[config.mk]
export PLATFORM = sky130hd
export DESIGN_NAME = triple_frame_buffer_sequencer
export DESIGN_NICKNAME = d
export VERILOG_FILES = /design/src/design/tfbs_pkg.sv /design/src/design/tfbs_regs.sv /design/src/design/tfbs_core.sv /design/src/design/triple_frame_buffer_sequencer.sv
export SDC_FILE = /design/constraint.sdc
export NUM_CORES = 1
export LEC_CHECK = 0
export BUFFER_PORTS_ARGS = -buffer_cell sky130_fd_sc_hd__buf_4
export CAP_MARGIN = 15
export CORE_ASPECT_RATIO = 0.9
export CORE_UTILIZATION = 60
export DETAILED_ROUTE_END_ITERATION = 10
export PLACE_DENSITY = 0.81
export SYNTH_ARGS = -nofsm -noshare
export SYNTH_HDL_FRONTEND = slang
export SYNTH_SLANG_ARGS = --single-unit
[constraint.sdc]
create_clock -name clk_i -period 16.9 [get_ports clk_i]
set_clock_uncertainty 0.05 [all_clocks]
set_input_delay 0.845 -clock clk_i [delete_from_list [all_inputs] [get_ports clk_i]]
set_output_delay 0.845 -clock clk_i [all_outputs]
set_load 0.03 [all_outputs]
[src/design/tfbs_pkg.sv]
package tfbs_pkg;

  // Buffer ownership marks.
  typedef logic [1:0] mark_t;
  localparam mark_t MarkFree     = 2'd0;
  localparam mark_t MarkClaimed  = 2'd1;
  localparam mark_t MarkComplete = 2'd2;

  // Buffer slot number.
  typedef logic [1:0] slot_t;

  // Register file layout.
  localparam int unsigned PaddrW = 5;
  typedef logic [2:0] reg_idx_t;
  localparam reg_idx_t RegBuffer0Base   = 3'd0;
  localparam reg_idx_t RegBuffer1Base   = 3'd1;
  localparam reg_idx_t RegBuffer2Base   = 3'd2;
  localparam reg_idx_t RegFrameBytes    = 3'd3;
  localparam reg_idx_t RegLineBytes     = 3'd4;
  localparam reg_idx_t RegLinesPerFrame = 3'd5;
  localparam reg_idx_t RegLevelWord     = 3'd6;
  localparam reg_idx_t RegGapTicks      = 3'd7;

  // Reset values of the registers.
  localparam logic [31:0] Buffer0BaseRst   = 32'h0000_0000;
  localparam logic [31:0] Buffer1BaseRst   = 32'h0200_0000;
  localparam logic [31:0] Buffer2BaseRst   = 32'h0400_0000;
  localparam logic [23:0] FrameBytesRst    = 24'd655360;
  localparam logic [15:0] LineBytesRst     = 16'd1280;
  localparam logic [9:0]  LinesPerFrameRst = 10'd512;
  localparam logic [15:0] LevelWordRst     = 16'd320;
  localparam logic [7:0]  GapTicksRst      = 8'd1;

  // Configuration as seen by the sequencer core.
  typedef struct packed {
    logic [31:0] buffer0_base;
    logic [31:0] buffer1_base;
    logic [31:0] buffer2_base;
    logic [23:0] frame_bytes;
    logic [15:0] line_bytes;
    logic [9:0]  lines_per_frame;
    logic [15:0] level_word;
    logic [7:0]  gap_ticks;
  } cfg_t;

  // One service tick.
  typedef struct packed {
    logic active;
    logic capture_done;
    logic send_done;
  } in_item_t;

  // One tick result.
  typedef struct packed {
    logic        capture_start;
    logic        capture_stop;
    logic [31:0] capture_base;
    logic [23:0] capture_length;
    logic        send_start;
    logic        send_stop;
    logic [31:0] send_base;
    logic [15:0] send_length;
    logic [9:0]  send_line;
    logic [15:0] send_level;
    logic [31:0] frames_sent;
  } out_item_t;

endpackage

[src/design/tfbs_regs.sv]
module tfbs_regs
  import tfbs_pkg::*;
(
  input  logic              clk_i,
  input  logic              rst_ni,
  input  logic              psel,
  input  logic              penable,
  input  logic              pwrite,
  input  logic [PaddrW-1:0] paddr,
  input  logic [31:0]       pwdata,
  output logic [31:0]       prdata,
  output logic              pready,
  output cfg_t              cfg_o
);

  cfg_t     cfg_q;
  reg_idx_t idx;
  logic     wr_en;

  assign idx    = paddr[PaddrW-1:2];
  assign wr_en  = psel & penable & pwrite;
  assign pready = 1'b1;
  assign cfg_o  = cfg_q;

  // Register writes on the access cycle of a write transfer.
  always_ff @(posedge clk_i or negedge rst_ni) begin
    if (!rst_ni) begin
      cfg_q.buffer0_base    <= Buffer0BaseRst;
      cfg_q.buffer1_base    <= Buffer1BaseRst;
      cfg_q.buffer2_base    <= Buffer2BaseRst;
      cfg_q.frame_bytes     <= FrameBytesRst;
      cfg_q.line_bytes      <= LineBytesRst;
      cfg_q.lines_per_frame <= LinesPerFrameRst;
      cfg_q.level_word      <= LevelWordRst;
      cfg_q.gap_ticks       <= GapTicksRst;
    end else if (wr_en) begin
      unique case (idx)
        RegBuffer0Base:   cfg_q.buffer0_base    <= pwdata;
        RegBuffer1Base:   cfg_q.buffer1_base    <= pwdata;
        RegBuffer2Base:   cfg_q.buffer2_base    <= pwdata;
        RegFrameBytes:    cfg_q.frame_bytes     <= pwdata[23:0];
        RegLineBytes:     cfg_q.line_bytes      <= pwdata[15:0];
        RegLinesPerFrame: cfg_q.lines_per_frame <= pwdata[9:0];
        RegLevelWord:     cfg_q.level_word      <= pwdata[15:0];
        RegGapTicks:      cfg_q.gap_ticks       <= pwdata[7:0];
        default: ;
      endcase
    end
  end

  // Read data mux.
  always_comb begin
    unique case (idx)
      RegBuffer0Base:   prdata = cfg_q.buffer0_base;
      RegBuffer1Base:   prdata = cfg_q.buffer1_base;
      RegBuffer2Base:   prdata = cfg_q.buffer2_base;
      RegFrameBytes:    prdata = 32'(cfg_q.frame_bytes);
      RegLineBytes:     prdata = 32'(cfg_q.line_bytes);
      RegLinesPerFrame: prdata = 32'(cfg_q.lines_per_frame);
      RegLevelWord:     prdata = 32'(cfg_q.level_word);
      RegGapTicks:      prdata = 32'(cfg_q.gap_ticks);
      default:          prdata = '0;
    endcase
  end

endmodule

[src/design/tfbs_core.sv]
module tfbs_core
  import tfbs_pkg::*;
#(
  parameter int unsigned NUM_BUFFERS = 3
) (
  input  logic      clk_i,
  input  logic      rst_ni,
  input  cfg_t      cfg_i,
  input  logic      step_i,
  input  in_item_t  item_i,
  output out_item_t result_o
);

  // Sequencer state.
  logic [NUM_BUFFERS-1:0][1:0] marks_q, marks_mid, marks_d;
  logic        cap_busy_q, cap_busy_d;
  slot_t       cap_slot_q, cap_slot_d;
  logic        sending_q, sending_d;
  logic        snd_busy_q, snd_busy_d;
  slot_t       snd_slot_q, snd_slot_d;
  logic [9:0]  line_q, line_d;
  logic [7:0]  gap_q, gap_d;
  logic [31:0] frame_q, frame_d;

  // Buffer selection.
  logic        empty_hit, unclaimed_hit, free_hit, cmp_hit;
  slot_t       empty_slot, unclaimed_slot, free_slot, cmp_slot;
  logic [9:0]  line_inc;
  logic [25:0] line_offset;
  logic [31:0] cap_base, snd_base;

  // Capture side fields of the result.
  out_item_t   cap_res;

  // Lowest free buffer: one with no frame first, else a complete unclaimed one.
  always_comb begin
    empty_hit      = 1'b0;
    empty_slot     = '0;
    unclaimed_hit  = 1'b0;
    unclaimed_slot = '0;
    for (int k = NUM_BUFFERS - 1; k >= 0; k--) begin
      if (marks_q[k] == MarkFree) begin
        empty_hit  = 1'b1;
        empty_slot = slot_t'(k);
      end
      if ((marks_q[k] & MarkClaimed) == MarkFree) begin
        unclaimed_hit  = 1'b1;
        unclaimed_slot = slot_t'(k);
      end
    end
    free_hit  = empty_hit | unclaimed_hit;
    free_slot = empty_hit ? empty_slot : unclaimed_slot;
  end

  // Lowest complete buffer, seen after the capture step of this tick.
  always_comb begin
    cmp_hit  = 1'b0;
    cmp_slot = '0;
    for (int k = NUM_BUFFERS - 1; k >= 0; k--) begin
      if ((marks_mid[k] & MarkComplete) != MarkFree) begin
        cmp_hit  = 1'b1;
        cmp_slot = slot_t'(k);
      end
    end
  end

  // Buffer base lookup and line address.
  assign cap_base    = (free_slot == 2'd0) ? cfg_i.buffer0_base :
                       (free_slot == 2'd1) ? cfg_i.buffer1_base : cfg_i.buffer2_base;
  assign snd_base    = (snd_slot_q == 2'd0) ? cfg_i.buffer0_base :
                       (snd_slot_q == 2'd1) ? cfg_i.buffer1_base : cfg_i.buffer2_base;
  assign line_offset = line_q * cfg_i.line_bytes;
  assign line_inc    = line_q + 10'd1;

  // Capture step.
  always_comb begin
    marks_mid  = marks_q;
    cap_busy_d = cap_busy_q;
    cap_slot_d = cap_slot_q;
    cap_res    = '0;
    if (item_i.active) begin
      if (cap_busy_q) begin
        if (item_i.capture_done) begin
          cap_busy_d           = 1'b0;
          cap_res.capture_stop = 1'b1;
          for (int k = 0; k < NUM_BUFFERS; k++) begin
            if (cap_slot_q == slot_t'(k)) marks_mid[k] = MarkComplete;
          end
        end
      end else if (free_hit) begin
        cap_slot_d             = free_slot;
        cap_busy_d             = 1'b1;
        cap_res.capture_start  = 1'b1;
        cap_res.capture_base   = cap_base;
        cap_res.capture_length = cfg_i.frame_bytes;
        for (int k = 0; k < NUM_BUFFERS; k++) begin
          if (free_slot == slot_t'(k)) marks_mid[k] = MarkClaimed;
        end
      end
    end
  end

  // Transmit step.
  always_comb begin
    marks_d    = marks_mid;
    sending_d  = sending_q;
    snd_busy_d = snd_busy_q;
    snd_slot_d = snd_slot_q;
    line_d     = line_q;
    gap_d      = gap_q;
    frame_d    = frame_q;
    result_o   = cap_res;
    result_o.send_start  = 1'b0;
    result_o.send_stop   = 1'b0;
    result_o.send_base   = '0;
    result_o.send_length = '0;
    result_o.send_line   = '0;
    result_o.send_level  = '0;
    if (item_i.active) begin
      if (!sending_q) begin
        if (cmp_hit) begin
          frame_d            = frame_q + 32'd1;
          sending_d          = 1'b1;
          snd_slot_d         = cmp_slot;
          line_d             = '0;
          snd_busy_d         = 1'b0;
          result_o.send_stop = 1'b1;
          for (int k = 0; k < NUM_BUFFERS; k++) begin
            if (cmp_slot == slot_t'(k)) marks_d[k] = MarkClaimed;
          end
        end
      end else if (snd_busy_q) begin
        if (item_i.send_done) begin
          snd_busy_d         = 1'b0;
          result_o.send_stop = 1'b1;
          gap_d              = cfg_i.gap_ticks;
          line_d             = line_inc;
          // Last line of the frame releases the buffer.
          if (line_inc == cfg_i.lines_per_frame) begin
            sending_d = 1'b0;
            for (int k = 0; k < NUM_BUFFERS; k++) begin
              if (snd_slot_q == slot_t'(k)) marks_d[k] = MarkFree;
            end
          end
        end
      end else if (gap_q != 8'd0) begin
        gap_d = gap_q - 8'd1;
      end else begin
        snd_busy_d           = 1'b1;
        result_o.send_start  = 1'b1;
        result_o.send_base   = snd_base + {6'd0, line_offset};
        result_o.send_length = cfg_i.line_bytes;
        result_o.send_line   = line_q;
        result_o.send_level  = cfg_i.level_word;
      end
    end
    result_o.frames_sent = frame_d;
  end

  // State update once per processed tick.
  always_ff @(posedge clk_i or negedge rst_ni) begin
    if (!rst_ni) begin
      marks_q    <= '0;
      cap_busy_q <= 1'b0;
      cap_slot_q <= '0;
      sending_q  <= 1'b0;
      snd_busy_q <= 1'b0;
      snd_slot_q <= '0;
      line_q     <= '0;
      gap_q      <= '0;
      frame_q    <= '0;
    end else if (step_i) begin
      marks_q    <= marks_d;
      cap_busy_q <= cap_busy_d;
      cap_slot_q <= cap_slot_d;
      sending_q  <= sending_d;
      snd_busy_q <= snd_busy_d;
      snd_slot_q <= snd_slot_d;
      line_q     <= line_d;
      gap_q      <= gap_d;
      frame_q    <= frame_d;
    end
  end

endmodule

[src/design/triple_frame_buffer_sequencer.sv]
// Triple frame buffer sequencer: hands frame buffers between a capture engine
// and a line transmit engine. Each transfer on the input channel is one
// service tick and yields exactly one result transfer. A tick is taken every
// clock cycle while in_stall_o is low; it waits in the input register, its
// result goes into the result register and transfers when out_stall_i is low,
// with the buffer choice and line address (base plus line times line length)
// computed in the single pass between the two registers. The input register
// lets a new tick enter while the previous result is still stalled. Registers
// sit on an APB port at byte offsets 0x00 to 0x1C and should be written only
// while no tick is in flight.
module triple_frame_buffer_sequencer
  import tfbs_pkg::*;
#(
  parameter int unsigned NUM_BUFFERS = 3
) (
  input  logic              clk_i,
  input  logic              rst_ni,
  input  logic              in_valid_i,
  output logic              in_stall_o,
  input  in_item_t          in_data_i,
  output logic              out_valid_o,
  input  logic              out_stall_i,
  output out_item_t         out_data_o,
  input  logic              psel,
  input  logic              penable,
  input  logic              pwrite,
  input  logic [PaddrW-1:0] paddr,
  input  logic [31:0]       pwdata,
  output logic [31:0]       prdata,
  output logic              pready
);

  cfg_t      cfg;
  logic      in_valid_q;
  in_item_t  in_item_q;
  logic      out_valid_q;
  out_item_t out_item_q;
  out_item_t result;
  logic      advance;

  // Register file.
  tfbs_regs u_regs (
    .clk_i   (clk_i),
    .rst_ni  (rst_ni),
    .psel    (psel),
    .penable (penable),
    .pwrite  (pwrite),
    .paddr   (paddr),
    .pwdata  (pwdata),
    .prdata  (prdata),
    .pready  (pready),
    .cfg_o   (cfg)
  );

  // Tick processing and ownership state.
  tfbs_core #(
    .NUM_BUFFERS (NUM_BUFFERS)
  ) u_core (
    .clk_i    (clk_i),
    .rst_ni   (rst_ni),
    .cfg_i    (cfg),
    .step_i   (advance),
    .item_i   (in_item_q),
    .result_o (result)
  );

  // The held tick moves on when the result register is empty or draining.
  assign advance     = in_valid_q & (~out_valid_q | ~out_stall_i);
  assign in_stall_o  = in_valid_q & ~advance;
  assign out_valid_o = out_valid_q;
  assign out_data_o  = out_item_q;

  // Input register.
  always_ff @(posedge clk_i or negedge rst_ni) begin
    if (!rst_ni) begin
      in_valid_q <= 1'b0;
    end else if (in_valid_i && !in_stall_o) begin
      in_valid_q <= 1'b1;
    end else if (advance) begin
      in_valid_q <= 1'b0;
    end
  end

  always_ff @(posedge clk_i) begin
    if (in_valid_i && !in_stall_o) begin
      in_item_q <= in_data_i;
    end
  end

  // Result register.
  always_ff @(posedge clk_i or negedge rst_ni) begin
    if (!rst_ni) begin
      out_valid_q <= 1'b0;
    end else if (advance) begin
      out_valid_q <= 1'b1;
    end else if (!out_stall_i) begin
      out_valid_q <= 1'b0;
    end
  end

  always_ff @(posedge clk_i) begin
    if (advance) begin
      out_item_q <= result;
    end
  end

endmodule
==> impl_metrics.csv, run 1 <==
group,metric,value,unit
route,via_per_inst,6.09,
setup_path,critPathRequiredTime,17.17,ns
global_routing,grt_max_degree,108,
synthesis,ys_dominant_reg_cell,"dfrtp_1",
route,ant_nets,0,
floorplanning,dieWidth,217,um
timing,rsz0062_at_grt,"false",
cts,h-tree-depth,2,
synthesis,yosys_warnings,0,
layout,fin_util,69.6,%
setup_path,crit_path_end_kind,"register",
synthesis,netlist_area,0.0249,sq mm
layout,drive_gt1_share,22.9,%
route,totalWireLength,66000,um
setup_path,worstSetupPathType,"reg -> reg",
synthesis,syn-num-nets,2507,
global_routing,antenna_found_initial,1,
synthesis,syn_inst,2254,
cts,clockBufferDepth,3,
synthesis,async_flop_share,58.2,%
floorplanning,die_area,0.0423,sq mm
timing,setup_violations,0,
cts,cts-hold-fix-buffers,0,
cts,cts_made_buffers,42,
floorplanning,num_rows,70,
synthesis,synth_top_cell_by_area,"dfrtp_1",
min_path,hp-class,"in -> async",
timing,period_share,38.3,%
timing,fmax,154,MHz
layout,multi_input_area,0.0127,sq mm
layout,seq_area,0.0110,sq mm
outcome,status,"completed",
setup_path,worst_setup_path_start_kind,"register",
flow_run,cap_violations,0,
floorplanning,core_area,0.0407,sq mm
placed_design,dp_slack,10.52,ns
global_routing,grt_usage,31.6,%
synthesis,synth_area_leaders,"dfrtp_1, edfxtp_1, fa_1",
setup_path,crit_fanout,22,
synthesis,synth_edf_count,169,
cts,postCtsSetupRepairBufs,0,
cts,cts-root-buf,"clkbuf_16",
route,firstDrtPassIters,9,
route,drc,0,
setup_path,cp.arrival,6.74,ns
pwr,finalPower,0.00347,W
timing,slew_violations,0,
timing,period_minus_slack,6.47,ns
synthesis,yosysTopAreaCellShare,22.6,%
layout,fin_nets,2683,
timing,fin_ws,10.43,ns
cts,clk_pin_slew_worst_paths,0.06,ns
synthesis,synth.distinct_cells,80,
global_routing,gr-total-overflow,0,
cts,cts_tree,"built",
pwr,vdd_drop_max,0.0894,mV
synthesis,avgSynthCellArea,11.0,sq um
timing,fin_setup_tns,0,ns
timing,hold_violations,0,
route,drt_iter0_drc,1662,
global_routing,grt_pass1_vias,18300,
layout,areaGrowthSynthToFinish,14.1,%
floorplanning,io_pins,248,
pwr,p_per_area,122,mW/mm^2
cts,clock_latency,0.59,ns
timing,maxSlewHeadroom,22.7,%
floorplanning,die_h,195,um
synthesis,synth_seq_cells,404,
pwr,p_leak,12.8,nW
timing,holdWs,0.253,ns
route,wire_per_inst,22.0,um
placed_design,place_congestion,0.906,
placed_design,io_buffer_count,244,
cts,cts_resized,0,
floorplanning,start_util,61.0,%
global_routing,grt_pass1_wl,104000,um
timing,tightest_slew,1.16,ns
layout,fill_cells,2946,
layout,antennaDiodeCount,0,
placed_design,post-dp-hpwl,45400,um
synthesis,seq_area_frac_synth,44.1,%
route,vias,18300,
cts,cts.sink_count,404,
where the power goes:
group / switching [W] / total, W / internal (W)
clock: 0.000404 / 0.000903 / 0.000499
combinational: 0.000762 / 0.00121 / 0.000448
sequential: 0.000183 / 0.00136 / 0.00118
flip-flops by register name, summed over array words and instances, names as in the netlist:
name,count
out_data_o,166
u_core.cap_slot_q,2
in_item_q,3
u_core.cap_busy_q,1
u_core.snd_slot_q,2
u_core.sending_q,1
u_core.marks_q,6
u_core.frame_q,32
u_core.snd_busy_q,1
out_valid_o,1
in_valid_q,1
u_core.line_q,10
u_regs.cfg_o,170
u_core.gap_q,8
cells in the final DEF (no fill, tap or decap), types with 70 or more instances in the layout:
cell        n
buf_4     258
dfrtp_1   223
nand2_1   200
inv_1     197
nor2_1    183
mux2_2    177
edfxtp_1  169
fa_1      136
and2_1    120
a21oi_1    81
o21ai_0    77
ha_1       70
through the flow:
stage,cell area [sq um],std cells
final,28400,3004
after global routing,28400,3004
after CTS,28400,3004
after detailed placement,27000,2926
after global placement,27000,2926
after floorplan,24900,2254
final timing paths:
| check | depth (start not counted) | from | slack (ns) | end |
|---|---|---|---|---|
| max | 17 | u_core.line_q[4] | 10.43 | out_data_o[102] |
| min | 1 | rst_ni | 0.25 | u_regs.cfg_o[61] |
| max reg2reg | 17 | u_core.line_q[4] | 10.43 | out_data_o[102] |
| min reg2reg | 1 | u_core.frame_q[31] | 0.45 | u_core.frame_q[31] |
| max in group asynchronous | 3 | rst_ni | 14.28 | u_core.frame_q[28] |
| min in group clk_i | 1 | in_data_i[2] | 0.39 | in_item_q[2] |
synthesized netlist by cell type (50+ instances only):
cell type,n
mux2_2,177
nor2_1,186
clkbuf_1,101
a21oi_1,81
and2_1,120
o21ai_0,77
edfxtp_1,169
xnor2_1,50
inv_1,198
fa_1,136
dfrtp_1,225
nand2_1,200
mux2i_1,56
ha_1,70
per-layer routing:
metal | vias up | track usage [%] | part of all wire, %
li1 | 8071 | - | -
met1 | 9195 | 45.3 | 42
met2 | 890 | 49.0 | 46
met3 | 124 | 6.85 | 9.5
met4 | 0 | 8.61 | 2.3
met5 | - | 0 | 0
worst max-delay path, cell delays in order, from the launching register on:
cell,delay [ns]
dfrtp_1,0.91
nand2_1,0.22
fa_1,0.56
fa_1,0.55
inv_1,0.05
fa_1,0.46
fa_1,0.50
inv_1,0.05
fa_1,0.50
inv_1,0.05
ha_1,0.42
and3_1,0.23
nand3_1,0.16
a2111oi_0,0.83
o21ai_0,0.24
a21oi_1,0.21
xnor2_1,0.14
nor2_1,0.06
cell families (layout without fill, tap and decap cells):
logic type / count (synthesis) / after routing / synth area share, %
buf+inv: 325 / 535 / 5.05
fa+ha+maj: 206 / 206 / 14.5
flops: 404 / 404 / 44.1
mux: 250 / 250 / 11.8
compound gates: 289 / 289 / 7.86
other cells: 1 / 1 / 0.0151
simple gates: 681 / 681 / 13.3
xor+xnor: 98 / 98 / 3.45
final cells by class:
class | instances | share of cell area, %
multi-input cells | 1525 | 44.7
flip-flops and latches | 404 | 38.7
repair buffers | 259 | 6.88
clock buffers | 62 | 4.22
inverters | 198 | 2.64
well taps | 540 | 2.38
clock inverters | 16 | 0.468
(Power assumes the default switching activity.)
==> inputs of run 2 (changes only) <==
--- a/config.mk
+++ b/config.mk
@@ -8,9 +8,9 @@
 export BUFFER_PORTS_ARGS = -buffer_cell sky130_fd_sc_hd__buf_4
 export CAP_MARGIN = 15
 export CORE_ASPECT_RATIO = 0.9
-export CORE_UTILIZATION = 60
+export CORE_UTILIZATION = 55
 export DETAILED_ROUTE_END_ITERATION = 10
-export PLACE_DENSITY = 0.81
+export PLACE_DENSITY = 0.78
 export SYNTH_ARGS = -nofsm -noshare
 export SYNTH_HDL_FRONTEND = slang
 export SYNTH_SLANG_ARGS = --single-unit
==> constraint.sdc (replaced) <==
create_clock -name clk_i -period 5.84 [get_ports clk_i]
set_clock_uncertainty 0.05 [all_clocks]
set_input_delay 0.292 -clock clk_i [delete_from_list [all_inputs] [get_ports clk_i]]
set_output_delay 0.292 -clock clk_i [all_outputs]
set_load 0.03 [all_outputs]
==> impl_metrics.csv, run 2 (same netlist as run 1, synthesis figures left out) <==
group,metric,value,unit
layout,fin_util,68.0,%
cts,cts_made_buffers,43,
global_routing,gr-total-overflow,0,
setup_path,rrSetupSlack,0.13,ns
timing,rsz0062_at_grt,"true",
setup_path,slowest_stage,"fa_1",
route,ant_nets,0,
placed_design,place_congestion,0.970,
setup_path,worstSetupPathType,"reg -> reg",
timing,tightest_slew,1.16,ns
route,via_per_inst,5.91,
setup_path,cpLargestDelayFamily,"adder cells",
layout,final_common_cell,"buf_4",
route,drc,0,
floorplanning,num_rows,73,
flow_run,cap_violations,0,
cts,h-tree-depth,2,
placed_design,dp_slack,-0.325,ns
route,wire_per_inst,21.4,um
setup_path,cp.arrival,5.97,ns
floorplanning,die_h,204,um
layout,antennaDiodeCount,0,
pwr,p_per_area,361,mW/mm^2
timing,setup_violations,0,
outcome,status,"completed",
setup_path,cp_cell_sequence,"buf_12, buf_4, nand2_1, fa_1, fa_1, inv_1, fa_1, fa_1, inv_1, fa_1, inv_1, ha_1, a21oi_4, buf_4, nand2_1, o211ai_1, o21bai_1, o31ai_2, o221a_2, xor2_1, nor2_1",
route,vias,19100,
setup_path,cp_num_buf_inv,6,
global_routing,grt_pass1_wl,107000,um
global_routing,grt_usage,30.3,%
floorplanning,die_area,0.0461,sq mm
cts,clockBufferDepth,3,
pwr,p_leak,13.7,nW
pwr,vdd_drop_max,0.233,mV
route,drt_iter0_drc,1980,
placed_design,post-dp-hpwl,48900,um
cts,cts-root-buf,"clkbuf_16",
setup_path,crit_fanout,9,
cts,clock_latency,0.59,ns
timing,fmax,175,MHz
cts,cts_tree,"built",
setup_path,critPathRequiredTime,6.10,ns
route,totalWireLength,69100,um
global_routing,grt_max_degree,115,
layout,drive_gt1_share,27.9,%
layout,fin_nets,2845,
route,firstDrtPassIters,7,
min_path,hp-class,"in -> async",
floorplanning,io_pins,248,
timing,slew_violations,0,
cts,cts.sink_count,404,
layout,areaGrowthSynthToFinish,21.3,%
global_routing,antenna_found_initial,1,
timing,fin_ws,0.135,ns
timing,maxSlewHeadroom,22.3,%
timing,holdWs,0.320,ns
setup_path,worst_setup_path_start_kind,"register",
floorplanning,dieWidth,226,um
placed_design,io_buffer_count,244,
floorplanning,start_util,56.0,%
setup_path,crit_path_end_kind,"register",
layout,final_cell_mix,"buf_4, dfrtp_1, nand2_1, inv_1, nor2_1",
timing,fin_setup_tns,0,ns
layout,largest_reg_flops,170,
pwr,finalPower,0.0109,W
global_routing,grt_pass1_vias,19400,
setup_path,crit_path_frequent_cell,"fa_1",
timing,hold_violations,0,
cts,clk_pin_slew_worst_paths,0.07,ns
floorplanning,core_area,0.0444,sq mm
setup_path,slowest_delay,0.55,ns
timing,period_share,97.7,%
timing,period_minus_slack,5.71,ns
run 2: path summary, 6_finish.rpt:
path / from / to / cells past startpoint
setup / recovery: u_core.line_q[2] / out_data_o[97] / 21
hold / removal: rst_ni / u_regs.cfg_o[125] / 2
setup reg to reg: u_core.line_q[2] / out_data_o[97] / 21
hold reg to reg: u_core.frame_q[25] / u_core.frame_q[25] / 1
max in group asynchronous: rst_ni / u_core.snd_slot_q[0] / 3
min in group clk_i: in_data_i[0] / in_item_q[0] / 2
run 2: layout make-up:
| class | instances | area (sq um) |
|---|---|---|
| Clock buffer | 50 | 1120 |
| Clock inverter | 30 | 398 |
| Fill cell | 3178 | 14200 |
| Inverter | 198 | 748 |
| Multi-Input combinational cell | 1525 | 12800 |
| Sequential cell | 404 | 11000 |
| Tap cell | 600 | 751 |
| Timing Repair Buffer | 420 | 3330 |
run 2: power by group:
part | total (W) | leakage [nW] | internal (W) | switching [W]
clock network | 0.00294 | 0.747 | 0.00175 | 0.00119
registers | 0.00393 | 4.65 | 0.00341 | 0.000518
logic | 0.00402 | 8.28 | 0.00164 | 0.00238
total | 0.0109 | 13.7 | 0.00680 | 0.00408
run 2: through the flow:
step                      std cells  instance area (sq um)
after detailed placement       3097                  28000
after floorplan                2254                  24900
final                          3227                  30200
after global placement         3097                  28000
after CTS                      3216                  29900
after global routing           3227                  30200
run 2: repair_timing:
item,CTS,global route
hold endpoints to repair,283,0
gates resized for setup,9,39
hold buffers,39,0
buffers inserted,0,11
endpoints found under the setup margin,11,15
pin swaps,1,6
run 2: routing by layer:
metal | global-route usage, % | wire, um | up-vias
met2 | 48.0 | 32300 | 1031
met3 | 6.31 | 6840 | 191
met4 | 10.6 | 2300 | 0
met1 | 41.4 | 27600 | 9478
met5 | 0 | 0 | -
li1 | - | - | 8382
